File: src/design/lanc_frame_transceiver_assert.svh
// Assertion macros used by the transceiver top-level file.
`ifndef LANC_FRAME_TRANSCEIVER_ASSERT_SVH
`define LANC_FRAME_TRANSCEIVER_ASSERT_SVH

// The condition must hold whenever the trigger holds, in the same cycle.
`define LFT_ASSERT_SAME(label, trig, cond) \
  label: assert property (@(posedge clk) disable iff (rst) (trig) |-> (cond)) \
    else $error("transceiver check failed");

// The condition must hold in the cycle after the trigger.
`define LFT_ASSERT_NEXT(label, trig, cond) \
  label: assert property (@(posedge clk) disable iff (rst) (trig) |=> (cond)) \
    else $error("transceiver check failed");

`endif

File: src/design/lft_pkg.sv
package lft_pkg;

  localparam int FRAME_BYTES = 8;
  localparam int BYTE_CNT_W  = $clog2(FRAME_BYTES);
  localparam int DATA_BITS   = 8;

  localparam logic [15:0] BIT_TICKS_RST  = 16'd104;
  localparam logic [14:0] HALF_TICKS_RST = 15'd52;
  localparam logic [15:0] SYNC_TICKS_RST = 16'd5000;
  localparam logic [2:0]  REPEAT_RST     = 3'd4;

  typedef enum logic [2:0] {
    PH_IDLE,
    PH_RISE,
    PH_MEASURE,
    PH_START,
    PH_BIT,
    PH_STOPHALF,
    PH_STOPWAIT
  } phase_t;

  typedef enum logic [1:0] {
    REG_BIT_TICKS,
    REG_HALF_TICKS,
    REG_SYNC_TICKS,
    REG_REPEAT
  } reg_addr_t;

  typedef enum logic {
    CMD_TICK  = 1'b0,
    CMD_START = 1'b1
  } cmd_t;

  typedef struct packed {
    logic [15:0] bit_ticks;
    logic [14:0] half_bit_ticks;
    logic [15:0] sync_pause_ticks;
    logic [2:0]  repeat_count;
  } cfg_t;

  typedef struct packed {
    cmd_t        command;
    logic        line_level;
    logic [7:0]  second_command_byte;
    logic [7:0]  first_command_byte;
  } item_t;

  typedef struct packed {
    logic        transfer_done;
    logic        byte_valid;
    logic [2:0]  frame_number;
    logic [7:0]  byte_value;
    logic [2:0]  byte_index;
    logic        busy_res;
    logic        drive_line;
  } result_t;

endpackage

File: src/design/lanc_frame_transceiver.sv
// Master-side transceiver for a single-wire camera remote bus. Every request
// on the input stream is one bus tick with the sampled line level, or a start
// request that loads two command bytes; every request yields exactly one
// result request carrying the line drive, busy flag and any finished byte.
// One request is taken per clock cycle until a stalled consumer fills both
// result buffer entries and the input register. It is held in the input
// register, passes through a single layer of decode and counter logic, and
// lands in a two-entry result buffer, from which its result is offered on the
// output. The user must write timing registers over the APB-style port only
// while no request is in flight; the block does not enforce this. A new value
// applies from the next request on.
`include "lanc_frame_transceiver_assert.svh"

module lanc_frame_transceiver
  import lft_pkg::*;
(
  input  logic        clk,
  input  logic        rst,
  input  logic        s_tvalid,
  output logic        s_tready,
  // [7:0] first_command_byte, [15:8] second_command_byte, [16] line_level
  input  logic [23:0] s_tdata,
  // [0] command
  input  logic        s_tuser,
  output logic        m_tvalid,
  input  logic        m_tready,
  // [0] drive_line, [1] busy_res, [4:2] byte_index, [12:5] byte_value,
  // [15:13] frame_number
  output logic [15:0] m_tdata,
  // [0] byte_valid
  output logic        m_tuser,
  output logic        m_tlast,
  input  logic        psel,
  input  logic        penable,
  input  logic        pwrite,
  input  logic [3:0]  paddr,
  input  logic [31:0] pwdata,
  output logic [31:0] prdata,
  output logic        pready
);

  cfg_t       cfg;
  item_t      in_item;
  result_t    res, out_res;
  logic       res_push, buf_space;
  logic [1:0] fill;

  assign pready = 1'b1;

  assign in_item.command             = cmd_t'(s_tuser);
  assign in_item.line_level          = s_tdata[16];
  assign in_item.second_command_byte = s_tdata[15:8];
  assign in_item.first_command_byte  = s_tdata[7:0];

  lft_cfg_regs u_cfg (
    .clk     (clk),
    .rst     (rst),
    .psel    (psel),
    .penable (penable),
    .pwrite  (pwrite),
    .paddr   (paddr),
    .pwdata  (pwdata),
    .prdata  (prdata),
    .cfg     (cfg)
  );

  lft_core u_core (
    .clk       (clk),
    .rst       (rst),
    .cfg       (cfg),
    .in_valid  (s_tvalid),
    .in_ready  (s_tready),
    .in_item   (in_item),
    .buf_space (buf_space),
    .res_push  (res_push),
    .res       (res)
  );

  lft_out_buf u_buf (
    .clk       (clk),
    .rst       (rst),
    .push      (res_push),
    .push_data (res),
    .space     (buf_space),
    .out_valid (m_tvalid),
    .out_ready (m_tready),
    .out_data  (out_res),
    .fill      (fill)
  );

  assign m_tdata = {out_res.frame_number, out_res.byte_value, out_res.byte_index,
                    out_res.busy_res, out_res.drive_line};
  assign m_tuser = out_res.byte_valid;
  assign m_tlast = out_res.transfer_done;

  // A finished transfer is always reported together with its last byte.
  `LFT_ASSERT_SAME(a_done_has_byte, m_tvalid && m_tlast, m_tuser)
  // Byte fields stay clear on results that carry no byte.
  `LFT_ASSERT_SAME(a_no_byte_clear, m_tvalid && !m_tuser, m_tdata[15:2] == 14'd0)
  // The core never pushes into a full result buffer.
  `LFT_ASSERT_SAME(a_no_overflow, res_push, fill != 2'd2)
  // A push with no pop grows the buffer by one entry.
  `LFT_ASSERT_NEXT(a_fill_grows, res_push && !(m_tvalid && m_tready),
                   fill == $past(fill) + 2'd1)

endmodule

File: src/design/lft_cfg_regs.sv
module lft_cfg_regs
  import lft_pkg::*;
(
  input  logic        clk,
  input  logic        rst,
  input  logic        psel,
  input  logic        penable,
  input  logic        pwrite,
  input  logic [3:0]  paddr,
  input  logic [31:0] pwdata,
  output logic [31:0] prdata,
  output cfg_t        cfg
);

  logic      wr_en;
  reg_addr_t addr;

  assign addr  = reg_addr_t'(paddr[3:2]);
  assign wr_en = psel && penable && pwrite;

  always_ff @(posedge clk) begin
    if (rst) begin
      cfg.bit_ticks        <= BIT_TICKS_RST;
      cfg.half_bit_ticks   <= HALF_TICKS_RST;
      cfg.sync_pause_ticks <= SYNC_TICKS_RST;
      cfg.repeat_count     <= REPEAT_RST;
    end else if (wr_en) begin
      unique case (addr)
        REG_BIT_TICKS:  cfg.bit_ticks        <= pwdata[15:0];
        REG_HALF_TICKS: cfg.half_bit_ticks   <= pwdata[14:0];
        REG_SYNC_TICKS: cfg.sync_pause_ticks <= pwdata[15:0];
        REG_REPEAT:     cfg.repeat_count     <= pwdata[2:0];
        default:        cfg.repeat_count     <= cfg.repeat_count;
      endcase
    end
  end

  always_comb begin
    unique case (addr)
      REG_BIT_TICKS:  prdata = {16'd0, cfg.bit_ticks};
      REG_HALF_TICKS: prdata = {17'd0, cfg.half_bit_ticks};
      REG_SYNC_TICKS: prdata = {16'd0, cfg.sync_pause_ticks};
      REG_REPEAT:     prdata = {29'd0, cfg.repeat_count};
      default:        prdata = 32'd0;
    endcase
  end

endmodule

File: src/design/lft_core.sv
module lft_core
  import lft_pkg::*;
(
  input  logic    clk,
  input  logic    rst,
  input  cfg_t    cfg,
  input  logic    in_valid,
  output logic    in_ready,
  input  item_t   in_item,
  input  logic    buf_space,
  output logic    res_push,
  output result_t res
);

  logic  hold_valid;
  item_t hold;
  logic  advance;

  phase_t                phase, phase_next;
  logic [15:0]           tick_count, tick_count_next;
  logic [15:0]           high_count, high_count_next;
  logic [2:0]            bit_index, bit_index_next;
  logic [BYTE_CNT_W-1:0] byte_count, byte_count_next;
  logic [2:0]            frames_left, frames_left_next;
  logic [2:0]            frame_no, frame_no_next;
  logic [7:0]            shift_byte, shift_byte_next;
  logic [15:0]           command_bits, command_bits_next;
  logic                  previous_level, previous_level_next;

  logic [15:0] eff_bit, half_min1, eff_half;
  logic [16:0] tick_inc;
  logic        rep_valid, rep_done;
  logic [2:0]  rep_index, rep_frame;
  logic [7:0]  rep_value;

  // The held item is processed as soon as the result buffer has room.
  assign advance  = hold_valid && buf_space;
  assign in_ready = !hold_valid || buf_space;
  assign res_push = advance;

  always_ff @(posedge clk) begin
    if (rst) begin
      hold_valid <= 1'b0;
    end else if (in_ready) begin
      hold_valid <= in_valid;
    end
  end

  always_ff @(posedge clk) begin
    if (in_ready && in_valid) begin
      hold <= in_item;
    end
  end

  assign eff_bit   = (cfg.bit_ticks == 16'd0) ? 16'd1 : cfg.bit_ticks;
  assign half_min1 = (cfg.half_bit_ticks == 15'd0) ? 16'd1 : {1'b0, cfg.half_bit_ticks};
  assign eff_half  = (half_min1 > eff_bit) ? eff_bit : half_min1;

  // Next state. Phases fall through in order: the edge that ends the pause or
  // the stop wait already counts as the first tick of the start bit.
  always_comb begin
    phase_next          = phase;
    tick_count_next     = tick_count;
    high_count_next     = high_count;
    bit_index_next      = bit_index;
    byte_count_next     = byte_count;
    frames_left_next    = frames_left;
    frame_no_next       = frame_no;
    shift_byte_next     = shift_byte;
    command_bits_next   = command_bits;
    previous_level_next = previous_level;
    rep_valid           = 1'b0;
    rep_done            = 1'b0;
    rep_index           = 3'd0;
    rep_value           = 8'd0;
    rep_frame           = 3'd0;
    tick_inc            = 17'd0;

    if (hold.command == CMD_START) begin
      if (phase == PH_IDLE) begin
        command_bits_next   = {hold.second_command_byte, hold.first_command_byte};
        frames_left_next    = (cfg.repeat_count == 3'd0) ? 3'd1 : cfg.repeat_count;
        frame_no_next       = 3'd0;
        byte_count_next     = '0;
        bit_index_next      = 3'd0;
        tick_count_next     = 16'd0;
        high_count_next     = 16'd0;
        shift_byte_next     = 8'd0;
        previous_level_next = hold.line_level;
        phase_next          = PH_RISE;
      end
    end else begin
      if (phase_next == PH_RISE) begin
        if (!previous_level && hold.line_level) begin
          high_count_next = 16'd1;
          phase_next      = PH_MEASURE;
        end
      end else if (phase_next == PH_MEASURE) begin
        if (hold.line_level) begin
          if (high_count_next != 16'hFFFF) begin
            high_count_next = high_count_next + 16'd1;
          end
        end else if (high_count_next >= cfg.sync_pause_ticks) begin
          high_count_next = 16'd0;
          byte_count_next = '0;
          tick_count_next = 16'd0;
          phase_next      = PH_START;
        end else begin
          high_count_next = 16'd0;
          phase_next      = PH_RISE;
        end
      end

      if (phase_next == PH_STOPWAIT && !hold.line_level) begin
        tick_count_next = 16'd0;
        phase_next      = PH_START;
      end

      tick_inc = {1'b0, tick_count_next} + 17'd1;
      if (phase_next == PH_START) begin
        if (tick_inc >= {1'b0, eff_bit}) begin
          tick_count_next = 16'd0;
          bit_index_next  = 3'd0;
          shift_byte_next = 8'd0;
          phase_next      = PH_BIT;
        end else begin
          tick_count_next = tick_inc[15:0];
        end
      end else if (phase_next == PH_BIT) begin
        if (tick_inc == {1'b0, eff_half} && !hold.line_level) begin
          shift_byte_next[bit_index_next] = 1'b1;
        end
        if (tick_inc >= {1'b0, eff_bit}) begin
          tick_count_next = 16'd0;
          if (bit_index_next == 3'(DATA_BITS - 1)) begin
            rep_valid = 1'b1;
            rep_index = 3'(byte_count_next);
            rep_value = shift_byte_next;
            rep_frame = frame_no_next;
            if (byte_count_next == BYTE_CNT_W'(FRAME_BYTES - 1)) begin
              if (frames_left_next != 3'd0) begin
                frames_left_next = frames_left_next - 3'd1;
              end
              if (frames_left_next == 3'd0) begin
                rep_done   = 1'b1;
                phase_next = PH_IDLE;
              end else begin
                frame_no_next   = frame_no_next + 3'd1;
                byte_count_next = '0;
                phase_next      = PH_STOPHALF;
              end
            end else begin
              byte_count_next = byte_count_next + BYTE_CNT_W'(1);
              phase_next      = PH_STOPHALF;
            end
            bit_index_next = 3'd0;
          end else begin
            bit_index_next = bit_index_next + 3'd1;
          end
        end else begin
          tick_count_next = tick_inc[15:0];
        end
      end else if (phase_next == PH_STOPHALF) begin
        if (tick_inc >= {1'b0, eff_half}) begin
          tick_count_next = 16'd0;
          phase_next      = PH_STOPWAIT;
        end else begin
          tick_count_next = tick_inc[15:0];
        end
      end

      previous_level_next = hold.line_level;
    end
  end

  // Result of this tick, taken from the state it leaves behind.
  always_comb begin
    res.drive_line    = 1'b0;
    if (phase_next == PH_BIT &&
        (byte_count_next == '0 || byte_count_next == BYTE_CNT_W'(1))) begin
      res.drive_line = command_bits_next[{byte_count_next[0], bit_index_next}];
    end
    res.busy_res      = (phase_next != PH_IDLE);
    res.byte_valid    = rep_valid;
    res.byte_index    = rep_index;
    res.byte_value    = rep_value;
    res.frame_number  = rep_frame;
    res.transfer_done = rep_done;
  end

  always_ff @(posedge clk) begin
    if (rst) begin
      phase          <= PH_IDLE;
      tick_count     <= 16'd0;
      high_count     <= 16'd0;
      bit_index      <= 3'd0;
      byte_count     <= '0;
      frames_left    <= 3'd0;
      frame_no       <= 3'd0;
      shift_byte     <= 8'd0;
      command_bits   <= 16'd0;
      previous_level <= 1'b1;
    end else if (advance) begin
      phase          <= phase_next;
      tick_count     <= tick_count_next;
      high_count     <= high_count_next;
      bit_index      <= bit_index_next;
      byte_count     <= byte_count_next;
      frames_left    <= frames_left_next;
      frame_no       <= frame_no_next;
      shift_byte     <= shift_byte_next;
      command_bits   <= command_bits_next;
      previous_level <= previous_level_next;
    end
  end

endmodule

File: src/design/lft_out_buf.sv
module lft_out_buf
  import lft_pkg::*;
(
  input  logic    clk,
  input  logic    rst,
  input  logic    push,
  input  result_t push_data,
  output logic    space,
  output logic    out_valid,
  input  logic    out_ready,
  output result_t out_data,
  output logic [1:0] fill
);

  result_t    entry [2];
  logic       wr_ptr, rd_ptr;
  logic [1:0] count;
  logic       pop;

  assign pop       = out_valid && out_ready;
  assign out_valid = (count != 2'd0);
  assign space     = (count != 2'd2);
  assign out_data  = entry[rd_ptr];
  assign fill      = count;

  always_ff @(posedge clk) begin
    if (rst) begin
      wr_ptr <= 1'b0;
      rd_ptr <= 1'b0;
      count  <= 2'd0;
    end else begin
      if (push) begin
        wr_ptr <= !wr_ptr;
      end
      if (pop) begin
        rd_ptr <= !rd_ptr;
      end
      count <= count + {1'b0, push} - {1'b0, pop};
    end
  end

  always_ff @(posedge clk) begin
    if (push) begin
      entry[wr_ptr] <= push_data;
    end
  end

endmodule

File: config.mk
export PLATFORM = sky130hd
export DESIGN_NAME = lanc_frame_transceiver
export DESIGN_NICKNAME = d
export VERILOG_FILES = /design/src/design/lft_pkg.sv /design/src/design/lanc_frame_transceiver.sv /design/src/design/lft_cfg_regs.sv /design/src/design/lft_core.sv /design/src/design/lft_out_buf.sv
export VERILOG_INCLUDE_DIRS = /design/src /design/src/design
export SDC_FILE = /design/constraint.sdc
export NUM_CORES = 1
export LEC_CHECK = 0
export ABC_AREA = 1
export BUFFER_PORTS_ARGS = -buffer_cell sky130_fd_sc_hd__buf_2
export CORE_MARGIN = 2
export CORE_UTILIZATION = 40
export CTS_CLUSTER_SIZE = 24
export DETAILED_ROUTE_END_ITERATION = 10
export GPL_ROUTABILITY_DRIVEN = 1
export SETUP_SLACK_MARGIN = 0.15
export SYNTH_ARGS = -nofsm -noshare
export SYNTH_HDL_FRONTEND = slang
export SYNTH_SLANG_ARGS = --single-unit
File: constraint.sdc
create_clock -name clk -period 4.7 [get_ports clk]
set_clock_uncertainty 0.15 [all_clocks]
set_input_delay 0.235 -clock clk [delete_from_list [all_inputs] [get_ports clk]]
set_output_delay 0.235 -clock clk [all_outputs]
set_load 0.05 [all_outputs]
======== Yosys cells after proc, flatten, opt, wreduce, memory -nomap -nowiden ========
Memories as Yosys holds them, arrays and structs flattened. A register that Yosys moved wholly into a read port is not among the register bits.
Cells that the tools add are included.
storage, ports and cells
  register bits ........................... 145
  RAM bits ................................ 36
  input bits .............................. 68
  memories ................................ 1
cells by class
  add/sub/neg operators ................... 8
  magnitude comparators ................... 7
  equality and inequality tests ........... 22
  multiplexer cells ....................... 131
  bitwise operators ....................... 1
  reductions and logical operators ........ 42
memories
  name         depth  bits a word  rd ports  clocked after memory_dff  write ports  RTL line           text
  u_buf.entry  2      18           1         1                         1            lft_out_buf.sv:15  result_t entry [2];
operator list
  operator                 number
  $mux W16                 23
  $mux W3                  71
  $pmux W32 S4             1
  $mux W8                  11
  $ge A17 B16 Y1           2
  $mux W1                  21
  $eq A3 B3 Y1 const B     6
  $add A16 B1 Y17 const B  1
  $eq A17 B16 Y1           1
  $add A16 B1 Y16 const B  1
  $ge A16 B16 Y1           1
  $gt A16 B16 Y1           1
  $logic_not A16 Y1        1
  $ne A16 B16 Y1 const B   1
  $logic_not A15 Y1        1
  $mux W15                 1
  $logic_not A3 Y1         4
  $reduce_bool A3 Y1       4
  $logic_and A1 B1 Y1      10
  $reduce_and A2 Y1        5
  $reduce_bool A2 Y1       5
  $add A3 B1 Y3 const B    3
  $or A8 B8 Y8             1
  $reduce_and A8 Y1        1
  other kinds (23)         34

======== Logic depth before layout (Yosys ltp) ========
  depth after elaboration ................. 28
  gate-level depth with buffers ........... 47

======== Modules after synthesis ========
Synthesis repeated with hierarchy kept, for this count alone.
unflattened totals
  cell total of the unflattened synthesis .. 1,566
  area total of the unflattened synthesis .. 11,456.0 um^2
modules (own cells, without submodules)
  module                  instances  cells each  area each (um^2)  sequential area each (um^2)
  lft_core                1          1,096       7,380.8           2,001.9
  lft_cfg_regs            1          376         2,472.4           1,001.0
  lft_out_buf             1          92          1,591.5           1,181.1
  lanc_frame_transceiver  1          2           11.3              0.0

======== Worst setup path after synthesis ========
No wires, ideal clock.
  path type ............................... register -> register
  start point ............................. register u_cfg.cfg[14] (netlist name)
  end point ............................... memory u_buf.entry[0][0] in the netlist's numbering (data pin)
  setup time .............................. 255 ps
  arrival ................................. 4,536 ps
  required time ........................... 4,295 ps
  setup slack ............................. -241 ps
  cell stages (with the launch flop) ...... 41
  path buffers ............................ 0
  clock period less this slack ............ 4,941 ps
  cell sequence ........................... dfxtp_1 inv_1 ha_1 a21oi_1 o21ai_1 a21oi_1 nand2_1 nand2_2 inv_2 nor2_1 nand2_1 inv_1 ha_1 nand3_1 nor2_2 nand4_1 nor2_1 xnor2_1 [... 5 more ...] nand2_1 nand4_1 nand2_1 inv_1 nor2_1 o21ai_0 nand2_1 nand2_1 o21bai_4 nand2_4 nor2_4 nand2_1 a22oi_1 nor2_1 a21oi_1 nand3_1 nand2_1 nor2_1
RTL lines
  element           RTL line
  end: declaration  lft_out_buf.sv:15

==> results.ini <==
[place]
post-place-cells = 1963
post_dp_cell_area_um2 = 13000
hpwlAfterDp_um = 23100
portBuffers = 78
place_congestion = 0.918

[timing]
slew_headroom_pct = 39.9
setup_slack_ps = -526
fmaxAchievable_ghz = 0.191
slew_violations = 0
final-setup-viol-count = 71
post-route-period-util_pct = 111
min_period_ps = 5230
worstMarginPinSlew_ps = 900
rsz0062_at_grt = yes
finalHoldViolCount = 0

[cts]
cts_made_buffers = 17
clkLatencyLatePin_ps = 450
clockBufferDepth = 2
clk_pin_slew_ps = 80
cts.sinks = 182
cts_htree_levels = 4
tritoncts = done
cts-root-buf = clkbuf_16

[critical_path]
slowest_stage = dfxtp_2
critPathLaunchType = flip-flop
critPathArrivalTime_ps = 5280
cp.required_ps = 4750
path_common_cell = nand2_1
max_stage_delay_ps = 350
critPathKind = flip-flop to flip-flop
critical_path.max_fanout = 7
cp-end-kind = flip-flop

[global_routing]
grt.busiest_layer = met2
met1_usage_pct = 30.3
grt_pass1_vias = 10121
grt_max_degree = 52
overflow = 0
grtUsageTotal_pct = 22.4
antenna_found_initial = 0
grt_first_pass_wirelength_um = 51000
grt_use_met3_pct = 3.39
grtUsageMet2_pct = 37.5

[hold_path]
min_path_type = input pin to flip-flop

[floorplanning]
initial_core_util_pct = 40.4
fp.dieH_um = 168
core_um2 = 26700
die_w_um = 168
die_area_um2 = 28400
ioPinCount = 121
num_rows = 60

[layout]
drive_gt1_share_pct = 35.3
seq_area_um2 = 4210
fillCellCount = 2316
stdcell_count = 2074
multi_input_area_um2 = 6670
design_area_um2 = 15400
nets = 1863
diodes = 0
syn_to_final_growth_pct = 42.4

[detailed_routing]
drtIter0Drc = 788
via_per_inst = 5.20
wl_um = 33100
vias = 10781
ant_nets = 0
wl_per_cell_um = 16.0
drc = 0
drt_pass1_iterations = 6

[pwr]
power_frac_seq_pct = 39.0
swShare_pct = 36.3
ir_worst_vdd_mv = 0.222
pwr-share-clk_pct = 32.4
p_comb_share_pct = 28.6
p_switching_mw = 1.67
p_leak_nw = 6.75
p_per_area_nw_per_um2 = 299
p_int_mw = 2.93

[synthesis]
synth_edf_count = 54
netlist_instances = 1410
synth_area_um2 = 10800
yosys-top-cells-count = nand2_1, inv_1, o21ai_0, a21oi_1, dfxtp_1
synth_cell_types = 56
synth_area_leader_cell = dfxtp_1
synth_most_common_cell = nand2_1
synth_seq_area_share_pct = 38.7
synth-main-ff-cell = dfxtp_1
postSynth.asyncResetShare_pct = 0
synth_area_leaders = dfxtp_1, edfxtp_1, ha_1, nand2_1, o21ai_0
ys_seq_elements = 182
synth_top_area_share_pct = 23.7
yosys_warnings = 0
synth.avg_cell_area_um2 = 7.67

[status]
status = finished with violations
violations = negative setup slack

[job]
cap_violations = 0

==> power groups by stage <==
stage                     Combinational [mW]  Sequential, mW  Clock (mW)
after floorplan                        0.789            1.79           0
after global placement                  1.12            1.82           0
after detailed placement                1.13            1.83           0
after CTS                               1.20            1.79        1.51
after global routing                    1.43            1.81        1.57
final                                   1.32            1.79        1.49
==> state kept, by name, indices dropped and copies added (netlist names), 8 cells and up, named ones only <==
signal,cells
u_cfg.cfg,50
u_buf.entry,36
u_core.hold,18
u_core.command_bits,16
u_core.high_count,16
u_core.tick_count,16
u_core.shift_byte,8
==> cell families after synthesis <==
kind of cell | Yosys count | synth area share, %
compound gates | 336 | 17.6
xor+xnor | 19 | 1.61
fa+ha+maj | 75 | 8.68
buf+inv | 262 | 9.89
flops | 182 | 38.7
mux | 18 | 1.88
other cells | 2 | 0.0695
simple gates | 516 | 21.6
==> worst max-delay path, delay by kind of cell, from the launching register on <==
kind            cells  cell delay [ps]
simple gates       22             2210
compound gates      5              860
buf+inv             6              690
fa+ha+maj           2              540
flops               1              350
xor+xnor            1              190
==> path summary, 6_finish.rpt <==
| path | from | to | slack, ps | depth (start not counted) |
|---|---|---|---|---|
| setup / recovery | u_cfg.cfg[14] | u_buf.entry[1][0] | -530 | 36 |
| hold / removal | paddr[2] | u_cfg.cfg[2] | 120 | 5 |
| setup reg to reg | u_cfg.cfg[14] | u_buf.entry[1][0] | -530 | 36 |
| hold reg to reg | u_buf.rd_ptr | u_buf.rd_ptr | 300 | 1 |
==> layout make-up <==
class	count	area share, %
Tap cell	341	2.77
Clock inverter	15	1.25
Timing Repair Buffer	351	17.9
Inverter	182	4.60
Sequential cell	182	27.3
Multi-Input combinational cell	984	43.3
Timing Repair inverter	2	0.0975
Clock buffer	17	2.76
==> placed cells by master (no fill, tap or decap), drive strengths merged, types with 15 or more instances in the layout <==
cell type,instances
nor2,129
conb,18
nand3,65
ha,75
inv,186
o21ai,140
nand4,16
xor2,15
nor3,34
nand2,253
clkbuf,17
dfxtp,128
dlygate4sd3,36
mux2,18
a21oi,134
buf,315
edfxtp,54
==> per-layer routing <==
layer / up-vias / wire [um]
li1: 5349 / -
met1: 5041 / 14800
met2: 331 / 16000
met3: 60 / 1660
met4: 0 / 641
met5: - / 0
==> repair_timing <==
action	4_1_cts	5_1_grt
endpoints found under the hold margin	60	0
resized for setup	113	151
cloned	4	0
pin swaps	51	62
setup endpoints to repair	75	75
hold buffers	36	0
setup buffers	13	26
==> per-stage QoR <==
step                      setup TNS, ps  power, mW  utilization [%]  setup slack (ps)  hold WS (ps)
after floorplan                    -298       2.58                -              -133           184
after global placement           -10980       2.95             48.7              -541           262
after detailed placement         -16500       2.96             48.7              -592           263
after CTS                        -10180       4.51             54.5              -374           112
after global routing             -43850       4.81             57.6              -828           159
final                            -17960       4.60             57.6              -526           123
(Power assumes the default switching activity.)
